[src/rtl/pdc_pkg.sv]
// Package for the two-axis filtered PD controller.
// Types, constants and register indexes shared by the lanes, interfaces and top level.
// No dependencies.
package pdc_pkg;

  localparam int COEF_FRAC_BITS_DEF = 12;

  localparam int VAL_W  = 8;
  localparam int COEF_W = 24;
  localparam int DRV_W  = 32;
  localparam int IDX_W  = 3;

  localparam logic CMD_VISION  = 1'b0;
  localparam logic CMD_ENCODER = 1'b1;

  localparam logic [IDX_W-1:0] REG_PAN_P_GAIN      = 3'd0;
  localparam logic [IDX_W-1:0] REG_PAN_D_FEEDBACK  = 3'd1;
  localparam logic [IDX_W-1:0] REG_PAN_D_GAIN      = 3'd2;
  localparam logic [IDX_W-1:0] REG_TILT_P_GAIN     = 3'd3;
  localparam logic [IDX_W-1:0] REG_TILT_D_FEEDBACK = 3'd4;
  localparam logic [IDX_W-1:0] REG_TILT_D_GAIN     = 3'd5;

  localparam logic signed [COEF_W-1:0] P_GAIN_RST      = 24'sd4096;
  localparam logic signed [COEF_W-1:0] D_FEEDBACK_RST  = 24'sd1755;
  localparam logic signed [COEF_W-1:0] D_GAIN_RST      = 24'sd0;

  typedef struct packed {
    logic signed [COEF_W-1:0] kp;
    logic signed [COEF_W-1:0] c1;
    logic signed [COEF_W-1:0] c2;
  } pdc_gain_t;

  // pipeline control shared by both lanes
  typedef struct packed {
    logic adv;      // whole pipeline moves this cycle
    logic acc_vis;  // vision word accepted
    logic acc_enc;  // encoder word accepted
    logic s2_v;     // products stage holds an encoder word
  } pdc_ctl_t;

endpackage

[src/rtl/pdc_lane.sv]
// One controller axis: target/measurement state, error, products and filtered D term.
// Depends on pdc_pkg; instantiated once per axis by the top level.
module pdc_lane import pdc_pkg::*; #(
  parameter int COEF_FRAC_BITS = COEF_FRAC_BITS_DEF
) (
  input  logic                    clk,
  input  logic                    rst_n,
  input  pdc_ctl_t                ctl,
  input  pdc_gain_t               gain,
  input  logic signed [VAL_W-1:0] value,
  output logic signed [DRV_W-1:0] p_term,
  output logic signed [DRV_W-1:0] d_term
);

  localparam int PROD_P_W = COEF_W + VAL_W;
  localparam int PROD_F_W = COEF_W + DRV_W;
  localparam int PROD_E_W = COEF_W + VAL_W + 1;
  localparam int ACC_W    = PROD_F_W + 2;

  logic signed [VAL_W-1:0]    measured_r, target_r, last_err_r;
  logic signed [VAL_W-1:0]    e_r;
  logic signed [VAL_W:0]      de_r;
  logic signed [PROD_P_W-1:0] kpe_r;
  logic signed [PROD_F_W-1:0] c1d_r;
  logic signed [PROD_E_W-1:0] c2de_r;
  logic signed [DRV_W-1:0]    dprev_r, p_r, d_r;

  logic signed [VAL_W-1:0]    e_nxt;
  logic signed [ACC_W-1:0]    acc, acc_bias, acc_q;
  logic signed [PROD_P_W-1:0] p_bias, p_q;
  logic signed [DRV_W-1:0]    d_nxt;

  assign e_nxt = target_r - value;

  always_comb begin
    acc      = ACC_W'(c2de_r) - ACC_W'(c1d_r);
    acc_bias = acc[ACC_W-1] ? ((ACC_W'(1) <<< COEF_FRAC_BITS) - ACC_W'(1)) : '0;
    acc_q    = (acc + acc_bias) >>> COEF_FRAC_BITS;
    if (acc_q[ACC_W-1:DRV_W-1] == '0 || acc_q[ACC_W-1:DRV_W-1] == '1) begin
      d_nxt = acc_q[DRV_W-1:0];
    end else if (acc_q[ACC_W-1]) begin
      d_nxt = {1'b1, {(DRV_W-1){1'b0}}};
    end else begin
      d_nxt = {1'b0, {(DRV_W-1){1'b1}}};
    end
    p_bias = kpe_r[PROD_P_W-1] ? ((PROD_P_W'(1) <<< COEF_FRAC_BITS) - PROD_P_W'(1)) : '0;
    p_q    = (kpe_r + p_bias) >>> COEF_FRAC_BITS;
  end

  // front state, updated as words are accepted; the previous D updates as a word leaves the products stage
  always_ff @(posedge clk) begin
    if (!rst_n) begin
      measured_r <= '0;
      target_r   <= '0;
      last_err_r <= '0;
      dprev_r    <= '0;
    end else begin
      if (ctl.acc_vis) begin
        target_r <= value + measured_r;
      end
      if (ctl.acc_enc) begin
        measured_r <= value;
        last_err_r <= e_nxt;
      end
      if (ctl.adv && ctl.s2_v) begin
        dprev_r <= d_nxt;
      end
    end
  end

  // payload stages
  always_ff @(posedge clk) begin
    if (ctl.acc_enc) begin
      e_r  <= e_nxt;
      de_r <= (VAL_W+1)'(e_nxt) - (VAL_W+1)'(last_err_r);
    end
    if (ctl.adv) begin
      kpe_r  <= PROD_P_W'(gain.kp * e_r);
      c1d_r  <= PROD_F_W'(gain.c1 * dprev_r);
      c2de_r <= PROD_E_W'(gain.c2 * de_r);
      p_r    <= p_q[DRV_W-1:0];
      d_r    <= d_nxt;
    end
  end

  assign p_term = p_r;
  assign d_term = d_r;

endmodule

[config.mk]
export PLATFORM = sky130hd
export DESIGN_NAME = pdc_lane
export DESIGN_NICKNAME = d
export VERILOG_FILES = /design/src/rtl/pdc_pkg.sv /design/src/rtl/pdc_lane.sv
export SDC_FILE = /design/constraint.sdc
export NUM_CORES = 2
export LEC_CHECK = 0
export BUFFER_PORTS_ARGS = -buffer_cell sky130_fd_sc_hd__clkbuf_2
export CAP_MARGIN = 10
export CORE_AREA = 2 2 383 347
export CTS_CLUSTER_DIAMETER = 40
export DETAILED_ROUTE_END_ITERATION = 16
export DIE_AREA = 0 0 385 349
export SETUP_SLACK_MARGIN = 0.02
export SYNTH_ARGS = -nofsm -noshare
export SYNTH_HDL_FRONTEND = slang
export SYNTH_SLANG_ARGS = --single-unit
[constraint.sdc]
create_clock -name clk -period 12.1 [get_ports clk]
set_clock_uncertainty 0.1 [all_clocks]
set_input_delay 1.815 -clock clk [delete_from_list [all_inputs] [get_ports clk]]
set_output_delay 1.815 -clock clk [all_outputs]
set_load 0.05 [all_outputs]
==> reports/metrics.csv <==
metric,value,unit
rsz0062_at_grt,no,
fin_ws,1670,ps
whs_path_depth,1,
die_area,0.134,sq mm
status,"complete, no violations",
fp.coreArea,0.130,sq mm
grt_use_total,22.1,%
netlist.area_leader.share,40.9,%
synth_nets,7366,
synth-compound-area-share,7.25,%
finalMaxSlewViolations,0,
synth_area,0.0545,sq mm
grt_pass1_vias,41500,
cts_num_sinks,246,
fmax,95.8,MHz
portBuffers,149,
grt_max_degree,69,
wl_per_cell,18.8,microns
cts_buffers,37,
crit_start,gain[25],
routed_via_density,5.16,
crit_path_end,c1d_r[54],
syn_avg_cell_area,9.41,sq um
grt_pass1_wl,233000,microns
grt-ovfl-total,0,
cts_setup_buffers,0,
final-setup-viol-count,0,
vias,38900,
critPathMaxFanout,32,
fin_crit_sh,86.2,%
rr_worst_depth,28,
synth_top_area_cell,fa_1,
drt_iter0_drc,2520,
cts_tree,built,
synth-adder-area-share,49.6,%
antenna_found_initial,8,
asyncSetResetFlopFracSynth,0,%
initial_core_util,41.8,%
cp.depth,29,
crit_family,adder cells,
hp-class,flip-flop to flip-flop,
worstMarginPinSlew,1120,ps
reg2reg_slack,2580,ps
first_pass_iters,5,
root_buffer,clkbuf_16,
ys_seq_area_share,12.5,%
yosysMostFrequentCell,inv_1,
slew_headroom,25.1,%
cp.arrival,10640,ps
wl,142000,microns
clk_path_buf_depth,3,
ys_top_cells_by_area,"fa_1, edfxtp_1, ha_1",
drive_gt1_share,5.49,%
rows,126,
synth_simple_gate_area_share,16.3,%
cp_num_buf_inv,6,
ys_top_cells_by_count,"inv_1, fa_1, nand2_1, and2_1, ha_1",
ctsHoldBuffers,0,
synth-seq-cells,246,
synthXorXnorAreaFrac,3.47,%
yosys_warnings,0,
drc,0,
synth_edf_count,190,
setup_tns,0,ps
synth_flop_cell,edfxtp_1,
synthToLayoutAreaGrowth,6.81,%
pin_count,150,
syn_inst,5788,
holdWs,370,ps
synth_mux_area_share,0.519,%
dp_hpwl,116000,microns
drv_cap,0,
reg2reg_to,c1d_r[54],
place_congestion,0.912,
cp_common_cell,fa_1,
critPathMaxStageDelay,940,ps
die_h,349,microns
cp-end-kind,flip-flop,
die_w,385,microns
htreeDepth,2,
final_nets,7373,
startpoint_type,input port,
cp_slowest_cell,a2111oi_0,
fin_crit,10430,ps
synth_top_family_by_area,adder cells,
hold_viol,0,
post_cts_resized,0,
dp_slack,1110,ps
synthDistinctLibCells,87,
worstPathRequired,12300,ps
crit_type,input port to flip-flop,
postRouteAntennaNets,0,
clk_latency,600,ps
clk_pin_slew,60,ps
rr_startpoint,dprev_r[20],
cells in the final DEF, fill, tap and decap left out, drive strengths merged, types with 16 or more instances in the layout:
cell type	count
a311oi	16
nor2	147
a32o	21
a211oi	21
nand3	46
xor2	55
and3	30
fa	1113
buf	69
xnor2	161
nand2	693
a21o	96
nand2b	79
a21oi	181
edfxtp	190
nor3	32
inv	1226
nand4	21
mux2i	26
o21ai	103
or3	17
nor2b	44
and2	580
o21a	25
o21bai	20
clkbuf	191
dfxtp	56
ha	379
worst reg2reg max path, delay by kind of cell, from the launching register on:
kind / cells / cell delay [ps]
adder cells (fa/ha/maj): 8 / 3880
AO/OA/AOI/OAI: 10 / 3000
flip-flops: 1 / 950
buffers and inverters: 5 / 610
AND/OR/NAND/NOR: 4 / 580
XOR/XNOR: 1 / 120
sequential cells by signal, indices dropped and copies added, names as in the netlist:
name,flops
e_r,8
target_r,8
kpe_r,32
p_term,20
measured_r,8
de_r,9
c2de_r,33
d_term,32
c1d_r,56
last_err_r,8
dprev_r,32
cell families (layout without fill, tap and decap cells):
kind of cell / count (synthesis) / count (layout)
AND/OR/NAND/NOR: 1746 / 1746
adder cells (fa/ha/maj): 1492 / 1492
buffers and inverters: 1468 / 1504
AO/OA/AOI/OAI: 592 / 592
flip-flops: 246 / 246
XOR/XNOR: 216 / 216
multiplexers: 28 / 28
other: 0 / 2
per-layer routing:
metal / wire length [microns] / share of wire [%] / vias to the layer above / global-route usage [%]
li1: - / - / 17700 / -
met5: 81 / 0.057 / - / 0
met2: 67400 / 47 / 964 / 36.4
met1: 63100 / 44 / 20000 / 30.7
met4: 3570 / 2.5 / 12 / 5.25
met3: 8290 / 5.8 / 194 / 3.17
worst min path at each step:
| stage | from | to | slack [ps] |
|---|---|---|---|
| floorplan | last_err_r[0] | last_err_r[0] | 360 |
| global placement | dprev_r[23] | dprev_r[23] | 350 |
| detailed placement | dprev_r[16] | dprev_r[16] | 360 |
| CTS | dprev_r[16] | dprev_r[16] | 370 |
| global route | dprev_r[25] | dprev_r[25] | 400 |
| finish | dprev_r[16] | dprev_r[16] | 370 |
metrics by stage:
stage	instance area, sq um	std cells	utilization (%)
4_1_cts	58200	7551	44.6
3_3_place_gp	56900	7483	43.6
3_5_place_dp	56900	7483	43.6
5_1_grt	58200	7552	44.6
2_1_floorplan	54500	5788	-
6_report	58200	7554	44.6
area by class of cell:
type,count,area (sq um)
Antenna cell,2,5.00
Inverter,1217,4570
Multi-Input combinational cell,4074,42000
Clock inverter,27,317
Sequential cell,246,6830
Timing Repair Buffer,219,1280
Clock buffer,41,972
Tap cell,1728,2160
Fill cell,12600,72200
Power is not shown: default switching activity piles up to over one toggle a cycle in this logic, so the estimate is an artifact.
